--- src/hdl/swmf_pkg.sv ---
`timescale 1ns / 1ps
`default_nettype none
package swmf_pkg;

    // Fixed widths of the port fields
    localparam int SAMPLE_W = 16;
    localparam int RADIUS_W = 6;
    localparam logic [RADIUS_W-1:0] RADIUS_RESET = 6'd1;

    // Defaults for the top level parameters
    localparam int MAX_RADIUS_DEF  = 63;
    localparam int SAMPLE_BITS_DEF = 16;
    localparam int MAX_LINE_DEF    = 8192;

    // Controller to datapath
    typedef struct packed {
        logic take;      // accept a beat: store sample, capture line state
        logic setup;     // prepare the scan for one output position
        logic scan;      // read one store entry and step the scan
        logic advance;   // result taken, step to the next position
    } swmf_cmd_t;

    // Datapath to controller
    typedef struct packed {
        logic emit;       // the offered beat produces at least one result
        logic scan_last;  // the read issued this cycle is the newest sample
        logic more;       // flush still owes results
    } swmf_status_t;

endpackage
`default_nettype wire

--- src/hdl/swmf_ram.sv ---
`timescale 1ns / 1ps
`default_nettype none
module swmf_ram #(
    parameter int WIDTH = 16,
    parameter int DEPTH = 127
) (
    input  wire logic                     clk,
    input  wire logic                     we,
    input  wire logic [$clog2(DEPTH)-1:0] waddr,
    input  wire logic [WIDTH-1:0]         wdata,
    input  wire logic [$clog2(DEPTH)-1:0] raddr,
    output logic      [WIDTH-1:0]         rdata
);

    logic [WIDTH-1:0] mem [DEPTH];

    // Write port and registered read port
    always_ff @(posedge clk)
    begin
        if (we)
        begin
            mem[waddr] <= wdata;
        end
        rdata <= mem[raddr];
    end

endmodule
`default_nettype wire

--- src/hdl/swmf_ctrl.sv ---
`timescale 1ns / 1ps
`default_nettype none
module swmf_ctrl (
    input  wire logic                  clk,
    input  wire logic                  rst_n,
    input  wire logic                  in_valid,
    output logic                       in_stall,
    output logic                       out_valid,
    input  wire logic                  out_stall,
    output swmf_pkg::swmf_cmd_t        cmd,
    input  wire swmf_pkg::swmf_status_t st
);
    import swmf_pkg::*;

    localparam logic [2:0] S_IDLE  = 3'd0;
    localparam logic [2:0] S_SETUP = 3'd1;
    localparam logic [2:0] S_SCAN  = 3'd2;
    localparam logic [2:0] S_FOLD  = 3'd3;
    localparam logic [2:0] S_OUT   = 3'd4;

    logic [2:0] state_reg;
    logic [2:0] state_next;

    // Hold the state
    always_ff @(posedge clk or negedge rst_n)
    begin
        if (!rst_n)
        begin
            state_reg <= S_IDLE;
        end
        else
        begin
            state_reg <= state_next;
        end
    end

    // Sequence take, scan per output position, and result handoff
    always_comb
    begin
        state_next = state_reg;
        cmd        = '0;
        in_stall   = 1'b1;
        out_valid  = 1'b0;
        case (state_reg)
            S_IDLE:
            begin
                in_stall = 1'b0;
                if (in_valid)
                begin
                    cmd.take = 1'b1;
                    if (st.emit)
                    begin
                        state_next = S_SETUP;
                    end
                end
            end
            S_SETUP:
            begin
                cmd.setup  = 1'b1;
                state_next = S_SCAN;
            end
            S_SCAN:
            begin
                cmd.scan = 1'b1;
                if (st.scan_last)
                begin
                    state_next = S_FOLD;
                end
            end
            S_FOLD:
            begin
                state_next = S_OUT;
            end
            S_OUT:
            begin
                out_valid = 1'b1;
                if (!out_stall)
                begin
                    cmd.advance = 1'b1;
                    state_next  = st.more ? S_SETUP : S_IDLE;
                end
            end
            default:
            begin
                state_next = S_IDLE;
            end
        endcase
    end

endmodule
`default_nettype wire

--- src/hdl/swmf_datapath.sv ---
`timescale 1ns / 1ps
`default_nettype none
module swmf_datapath #(
    parameter int MAX_RADIUS  = swmf_pkg::MAX_RADIUS_DEF,
    parameter int SAMPLE_BITS = swmf_pkg::SAMPLE_BITS_DEF,
    parameter int MAX_LINE    = swmf_pkg::MAX_LINE_DEF
) (
    input  wire logic                          clk,
    input  wire logic                          rst_n,
    input  wire logic                          cfg_we,
    input  wire logic [swmf_pkg::RADIUS_W-1:0] cfg_data,
    input  wire logic [swmf_pkg::SAMPLE_W-1:0] sample,
    input  wire logic                          line_end,
    output logic      [swmf_pkg::SAMPLE_W-1:0] result,
    output logic                               last_of_line,
    input  wire swmf_pkg::swmf_cmd_t           cmd,
    output swmf_pkg::swmf_status_t             st
);
    import swmf_pkg::*;

    localparam int DEPTH  = 2 * MAX_RADIUS + 1;
    localparam int ADDR_W = $clog2(DEPTH);
    localparam int RAD_W  = $clog2(MAX_RADIUS + 1);
    localparam int POS_W  = $clog2(MAX_LINE);

    logic [RADIUS_W-1:0]    radius_reg;
    logic [POS_W-1:0]       pos_reg;
    logic [ADDR_W-1:0]      wptr_reg;
    logic [POS_W-1:0]       newest_reg;
    logic [ADDR_W-1:0]      base_reg;
    logic [RAD_W-1:0]       r_reg;
    logic [RAD_W-1:0]       d_reg;
    logic                   flush_reg;
    logic [ADDR_W-1:0]      back_reg;
    logic [ADDR_W-1:0]      raddr_reg;
    logic                   rd_valid_reg;
    logic [SAMPLE_BITS-1:0] acc_reg;

    logic [RAD_W-1:0]       r_eff;
    logic                   is_last;
    logic [RAD_W-1:0]       d_first;
    logic [ADDR_W-1:0]      span;
    logic [ADDR_W-1:0]      back_first;
    logic [ADDR_W:0]        start_wide;
    logic [ADDR_W-1:0]      start_addr;
    logic [SAMPLE_BITS-1:0] rdata;

    // Clamp the radius to the store size
    assign r_eff = (32'(radius_reg) > 32'(MAX_RADIUS)) ? RAD_W'(MAX_RADIUS)
                                                       : RAD_W'(radius_reg);

    // Force line end on an overlong line
    assign is_last = line_end || (32'(pos_reg) >= 32'(MAX_LINE - 1));

    // Flush starts at the oldest position still owed; otherwise one output r back
    assign d_first = (is_last && (32'(pos_reg) < 32'(r_eff))) ? RAD_W'(pos_reg) : r_eff;

    assign st.emit = is_last || (32'(pos_reg) >= 32'(r_eff));

    // Window of position newest-d reaches back d+r, clipped at line start
    assign span       = ADDR_W'(d_reg) + ADDR_W'(r_reg);
    assign back_first = (32'(newest_reg) < 32'(span)) ? ADDR_W'(newest_reg) : span;
    assign start_wide = {1'b0, base_reg} + (ADDR_W + 1)'(DEPTH) - {1'b0, back_first};
    assign start_addr = (base_reg >= back_first) ? (base_reg - back_first)
                                                 : ADDR_W'(start_wide);

    assign st.scan_last = (back_reg == '0);
    assign st.more      = flush_reg && (d_reg != '0);

    swmf_ram #(
        .WIDTH (SAMPLE_BITS),
        .DEPTH (DEPTH)
    ) u_store (
        .clk   (clk),
        .we    (cmd.take),
        .waddr (wptr_reg),
        .wdata (sample[SAMPLE_BITS-1:0]),
        .raddr (raddr_reg),
        .rdata (rdata)
    );

    // Radius register and line position
    always_ff @(posedge clk or negedge rst_n)
    begin
        if (!rst_n)
        begin
            radius_reg   <= RADIUS_RESET;
            pos_reg      <= '0;
            wptr_reg     <= '0;
            rd_valid_reg <= 1'b0;
        end
        else
        begin
            if (cfg_we)
            begin
                radius_reg <= cfg_data;
            end
            if (cmd.take)
            begin
                if (is_last)
                begin
                    pos_reg  <= '0;
                    wptr_reg <= '0;
                end
                else
                begin
                    pos_reg  <= pos_reg + 1'b1;
                    wptr_reg <= (wptr_reg == ADDR_W'(DEPTH - 1)) ? '0 : wptr_reg + 1'b1;
                end
            end
            rd_valid_reg <= cmd.scan;
        end
    end

    // Capture the beat, run the scan, fold the minimum
    always_ff @(posedge clk)
    begin
        if (cmd.take)
        begin
            newest_reg <= pos_reg;
            base_reg   <= wptr_reg;
            r_reg      <= r_eff;
            d_reg      <= d_first;
            flush_reg  <= is_last;
        end
        if (cmd.setup)
        begin
            back_reg  <= back_first;
            raddr_reg <= start_addr;
        end
        if (cmd.scan)
        begin
            back_reg  <= back_reg - 1'b1;
            raddr_reg <= (raddr_reg == ADDR_W'(DEPTH - 1)) ? '0 : raddr_reg + 1'b1;
        end
        if (cmd.advance)
        begin
            d_reg <= d_reg - 1'b1;
        end
        if (cmd.setup)
        begin
            acc_reg <= '1;
        end
        else if (rd_valid_reg && (rdata < acc_reg))
        begin
            acc_reg <= rdata;
        end
    end

    assign result       = SAMPLE_W'(acc_reg);
    assign last_of_line = flush_reg && (d_reg == '0);

endmodule
`default_nettype wire

--- src/hdl/sliding_window_min_filter.sv ---
`timescale 1ns / 1ps
`default_nettype none
// Running minimum (1-D grayscale erosion) over one image line. Each beat on the
// input carries a sample and a line_end flag; for position p the block returns
// the minimum of positions p-radius..p+radius, clipped to the line, once sample
// p+radius has arrived, and on the line's last sample it returns every result
// still owed, the final one marked with last_of_line. The radius register
// (reset 1, clamped to MAX_RADIUS) is written through the cfg channel; the
// user must write it only while the block is idle, which the block does not
// enforce. One item is processed at a time: the scan reads the sample store
// one entry per cycle through its single read port, then the minimum is
// folded and offered on the output, where an output stall holds it; the
// input is stalled until all results of a beat are taken, and a beat that
// produces no result leaves the block idle and ready for the next beat.
module sliding_window_min_filter #(
    parameter int MAX_RADIUS  = swmf_pkg::MAX_RADIUS_DEF,
    parameter int SAMPLE_BITS = swmf_pkg::SAMPLE_BITS_DEF,
    parameter int MAX_LINE    = swmf_pkg::MAX_LINE_DEF
) (
    input  wire logic                          clk,
    input  wire logic                          rst_n,
    input  wire logic                          cfg_valid,
    output logic                               cfg_ready,
    input  wire logic [swmf_pkg::RADIUS_W-1:0] cfg_data,
    input  wire logic                          in_valid,
    output logic                               in_stall,
    input  wire logic [swmf_pkg::SAMPLE_W-1:0] sample,
    input  wire logic                          line_end,
    output logic                               out_valid,
    input  wire logic                          out_stall,
    output logic      [swmf_pkg::SAMPLE_W-1:0] result,
    output logic                               last_of_line
);
    import swmf_pkg::*;

    swmf_cmd_t    cmd;
    swmf_status_t st;

    // Register writes are always taken
    assign cfg_ready = 1'b1;

    swmf_ctrl u_ctrl (
        .clk       (clk),
        .rst_n     (rst_n),
        .in_valid  (in_valid),
        .in_stall  (in_stall),
        .out_valid (out_valid),
        .out_stall (out_stall),
        .cmd       (cmd),
        .st        (st)
    );

    swmf_datapath #(
        .MAX_RADIUS  (MAX_RADIUS),
        .SAMPLE_BITS (SAMPLE_BITS),
        .MAX_LINE    (MAX_LINE)
    ) u_datapath (
        .clk          (clk),
        .rst_n        (rst_n),
        .cfg_we       (cfg_valid && cfg_ready),
        .cfg_data     (cfg_data),
        .sample       (sample),
        .line_end     (line_end),
        .result       (result),
        .last_of_line (last_of_line),
        .cmd          (cmd),
        .st           (st)
    );

endmodule
`default_nettype wire
--- config.mk ---
export PLATFORM = sky130hd
export DESIGN_NAME = sliding_window_min_filter
export DESIGN_NICKNAME = d
export VERILOG_FILES = /design/src/hdl/swmf_pkg.sv /design/src/hdl/swmf_ram.sv /design/src/hdl/swmf_ctrl.sv /design/src/hdl/swmf_datapath.sv /design/src/hdl/sliding_window_min_filter.sv
export SDC_FILE = /design/constraint.sdc
export NUM_CORES = 2
export LEC_CHECK = 0
export ABC_AREA = 1
export BUFFER_PORTS_ARGS = -buffer_cell sky130_fd_sc_hd__buf_2
export CORE_ASPECT_RATIO = 1.75
export CORE_MARGIN = 2
export CORE_UTILIZATION = 40
export CTS_BUF_LIST = sky130_fd_sc_hd__clkbuf_8
export CTS_CLUSTER_SIZE = 14
export DETAILED_ROUTE_END_ITERATION = 6
export GPL_ROUTABILITY_DRIVEN = 1
export GPL_TIMING_DRIVEN = 1
export HOLD_SLACK_MARGIN = 0.05
export SETUP_SLACK_MARGIN = 0.15
export SYNTH_ARGS = -nofsm -noshare
export SYNTH_HDL_FRONTEND = slang
export SYNTH_SLANG_ARGS = --single-unit
--- constraint.sdc ---
create_clock -name clk -period 10.3 [get_ports clk]
set_clock_uncertainty 0.15 [all_clocks]
set_input_delay 2.575 -clock clk [delete_from_list [all_inputs] [get_ports clk]]
set_output_delay 2.575 -clock clk [all_outputs]
set_load 0.01 [all_outputs]
---- Word level (Yosys, flattened, before mapping) ----
Memory sizes are Yosys's and may differ from the RTL's. A register that Yosys moved wholly into a read port is not among the register bits.
Cells that the tools add are included.
word-level totals
  flip-flop bits (word level) ............. 93
  memory bits (writable) .................. 2032
  bits of input ports ..................... 28
  memories kept ........................... 1
cells by class
  add/subtract/negate cells ............... 9
  magnitude comparators ................... 6
  equal/unequal tests ..................... 10
  multiplexer cells ....................... 29
  reductions and logical operators ........ 13
memory list
  name                    depth  bits a word  read ports  clocked after Yosys merged registers in  wr ports  RTL line        source
  u_datapath.u_store.mem  127    16           1           1                                        1         swmf_ram.sv:15  logic [WIDTH-1:0] mem [DEPTH];
operator list
  cell                     number
  $mux W7                  9
  $mux W6                  3
  $lt A16 B16 Y1           1
  $pmux W3 S5              1
  $add A7 B1 Y7 const B    2
  $eq A7 B7 Y1 const B     2
  $sub A7 B7 Y7            2
  $add A13 B1 Y13 const B  1
  $ge A13 B13 Y1 const B   1
  $ge A13 B6 Y1            1
  $lt A13 B6 Y1            1
  $lt A13 B7 Y1            1
  $mux W13                 1
  $mux W3                  4
  $mux W1                  11
  $ne A2 B2 Y1 const B     4
  $add A6 B6 Y7            1
  $add A7 B7 Y7 const B    1
  $ge A7 B7 Y1             1
  $logic_not A7 Y1         1
  $sub A7 B1 Y7 const B    1
  $eq A3 B2 Y1 const B     2
  $logic_not A6 Y1         1
  $reduce_bool A6 Y1       1
  8 further kinds          13

---- Logic depth before layout (Yosys ltp) ----
  word-level depth ........................ 7
  depth in mapped cells ................... 28
  gate-level depth less buffers ........... 27

---- Hierarchy ----
Synthesis repeated with hierarchy kept, for this count alone.
unflattened totals
  cell total of the unflattened synthesis .. 7496
  area, all modules ....................... 88005.7 sq um
modules (own cells, without submodules)
  module                     times used  cells an instance  area an instance (sq um)
  swmf_ram                   1           6784               82082.5
  swmf_datapath              1           683                5728.0
  swmf_ctrl                  1           27                 183.9
  sliding_window_min_filter  1           2                  11.3

---- Worst setup path before layout ----
Ideal clock, no wire load.
  kind .................................... input -> register
  start point ............................. input in_valid
  end point ............................... memory u_datapath.u_store.mem[103][0], enable pin
  arrival ................................. 4.347 ns
  data required time ...................... 9.762 ns
  setup slack ............................. 5.414 ns
  stages .................................. 5
  buffers on the path ..................... 1
  path through ............................ nand2_1 -> clkinv_1 -> nand2_1 -> clkbuf_1 -> nor2_1
RTL lines
  what                RTL line                         source
  start: declaration  sliding_window_min_filter.sv:25  input wire logic in_valid,
  end: declaration    swmf_ram.sv:15

==> results.md <==
- Status: finished clean
- Final setup fails: 0
- Final Hold Fails: 0
- Hold_buf cts: 0
- Number of remaining DRC errors: 0
- DRT iter0 DRCs: 5588
- Post-CTS Setup Inserts: 0
- Leak pwr: 30.7 nW
- # H-tree levels: 5
- First-pass iteration count of the detailed router: 7
- DRT Wirelength: 253000 um
- Tmin final: 4.92 ns
- Max cap viols: 0
- Post-synthesis compound-gate area fraction: 12.3%
- Fin area: 0.0946 mm^2
- Worst-path clk slew: 0.08 ns
- Vias in the first global route: 54200
- Total GRT Usage: 22.5%
- Post-Synth XOR/XNOR Area: 0.226%
- Post-synth EDFFs: 2079
- CTS max path bufs: 4
- FP Rows: 224
- Die W: 353 um
- Yosys cell types: 60
- Hold Slack: 0.303 ns
- FILL cells: 19200
- Setup repair after global routing missed its margin: false
- WL/cell: 26.0 um
- WP data arrival: 5.61 ns
- Post-place setup slack: 4.72 ns
- Slew Viols, Final: 0
- Mapped cell area: 0.0854 mm^2
- Cell taking the most area after synthesis: edfxtp_1
- Worst Max-Slew Pin Slew: 1.34 ns
- First-pass GRT wire length: 363000 um
- Sequential cell area fraction in the yosys report: 74.7%
- Hold/Removal Path Class: reg -> reg
- Register area: 0.0638 mm^2
- Setup Crit Path Kind: reg -> reg
- Maximum clock frequency: 203 MHz
- Largest net degree at the start of global routing: 194
- Synth cell count leaders: 2079 x edfxtp_1, 1216 x nor2_1, 1069 x o21ai_0
- Average vias per placed instance: 5.73
- Vias: 55700
- IO Pins: 48
- Post-Synthesis Cells: 6560
- Max reg flops: 2032
- Post-Syn Nets: 6633
- Clock sinks: 2141
- Share of the synthesized area in the top cell type: 73.1%
- Initial antenna violation count: 10
- Slew headroom: 10.5%
- Post-route ant nets: 0
- Setup tns final: 0 ns
- Crit. End Element: flip-flop
- Post-synthesis adder-cell area fraction: 0.668%
- Area occupied by multi-input gates: 0.0193 mm^2
- FF+latch count, synth: 2141
- Die ar.: 0.217 mm^2
- Most used flip-flop cell after synthesis: edfxtp_1
- Final period util: 47.8%
- Die Y: 615 um
- Leading cell type by number of instances after synthesis: edfxtp_1
- Most flops, register: u_datapath.u_store.mem
- Post-synthesis mux area share: 0.0249%
- Clock latency on the worst-skew pair: 0.90 ns
- CORE AREA: 0.212 mm^2
- CTS tree: built
- Synth Warn #: 0
- Clk root buf: clkbuf_8
- Post-cts sizing count: 0
- Number of port buffers: 46
- Share of cells above drive strength 1: 9.98%
- Final GP Congestion: 0.914
- Layout Nets: 6752
- CTS Buf Count: 293
- Syn_area_per_cell: 13.0 um^2
- Power per cell area: 273 mW/mm^2
- FFs w/ async S/R, synth: 1.40%
- Initial Utilization: 40.2%
- Synth top area cells: edfxtp_1 73%, o21ai_0 6.3%, nor2_1 5.3%
- Area Growth Syn to Fin: 10.8%
- Critical-path maximum fanout: 193
- Final setup margin: 5.38 ns
- Overflow after GRT: 0
- Worst EP required: 10.99 ns
- Largest family of logic cells by synthesized area: compound AO/OA/AOI/OAI gates
- Post-DP Area: 0.0892 mm^2
- Final HPWL from detailed placement: 148000 um
- Worst setup SP type: flip-flop
- VDD IR max: 226 uV
- Synth Area in Simple Gates: 9.34%
## final cells by class
| type | count | share of cell area (%) |
|---|---|---|
| tap | 2825 | 3.73 |
| clock inverter | 195 | 1.31 |
| antenna | 3 | 0.00793 |
| clock buffer | 307 | 4.46 |
| timing repair buffer | 268 | 2.18 |
| inverter | 114 | 0.479 |
| sequential | 2141 | 67.4 |
| multi-input combinational | 3861 | 20.4 |
## cell usage in the layout (no fill, tap or decap), types with 155 or more instances in the layout
cell / instances
edfxtp_1: 2079
nor2_1: 1215
o21ai_0: 1069
nand2_1: 477
o22ai_1: 329
clkbuf_8: 307
buf_4: 228
inv_1: 180
nand3_1: 175
o221ai_1: 155
## stage by stage
stage                     power [mW]  std cells  util [%]
after floorplan                 15.8       6560         -
after global routing            26.9       9712      44.5
after global placement          19.5       9209      42.0
after detailed placement        19.6       9209      42.0
final                           25.8       9714      44.6
after CTS                       25.8       9711      44.5
## where the power goes
group	leakage (nW)	total, mW	switching (mW)	internal, mW
combinational	8.21	9.48	7.08	2.40
clock	3.07	6.30	3.14	3.16
sequential	19.4	10.0	0.210	9.81
total	30.7	25.8	10.4	15.4
## path summary, 6_finish.rpt
kind / cells past startpoint / slack, ns / from / to
max in group asynchronous: 1 / 7.89 / rst_n / u_datapath.wptr_reg[5]$_DFFE_PN0P_
min in group asynchronous: 1 / 1.60 / rst_n / u_datapath.rd_valid_reg$_DFF_PN0_
hold reg to reg: 0 / 0.30 / u_datapath.r_eff[1]$_DFFE_PN0P_ / u_datapath.r_reg[1]$_DFFE_PP_
setup / recovery: 12 / 5.38 / u_datapath.raddr_reg[0]$_DFFE_PP_ / u_datapath.u_store.rdata[0]$_DFF_P_
setup reg to reg: 12 / 5.38 / u_datapath.raddr_reg[0]$_DFFE_PP_ / u_datapath.u_store.rdata[0]$_DFF_P_
hold / removal: 0 / 0.30 / u_datapath.r_eff[1]$_DFFE_PN0P_ / u_datapath.r_reg[1]$_DFFE_PP_
## logic make-up (layout without fill, tap and decap cells)
family,Yosys count,after routing
fa+ha+maj,45,45
mux,2,2
other cells,1,4
flops,2141,2141
compound gates,1821,1821
simple gates,1970,1970
buf+inv,558,884
xor+xnor,22,22
## critical path, stage by stage (launching register included)
cell,delay [ns]
edfxtp_1,0.44
buf_12,0.24
inv_8,0.61
buf_12,0.62
buf_4,0.73
o21ai_0,0.17
o221ai_1,0.19
o211ai_1,0.15
a31oi_1,0.55
o21ai_0,0.38
nand3_1,0.17
nand2_1,0.07
inv_1,0.07
## layer usage
layer | global-route usage (%) | vias to the layer above | part of all wire (%)
met5 | 0 | - | 0.011
met1 | 26.3 | 28000 | 36
li1 | - | 24700 | -
met2 | 38.9 | 2337 | 50
met4 | 14.7 | 6 | 7.1
met3 | 2.84 | 592 | 6.5
Power figures use the tool's default switching activity.
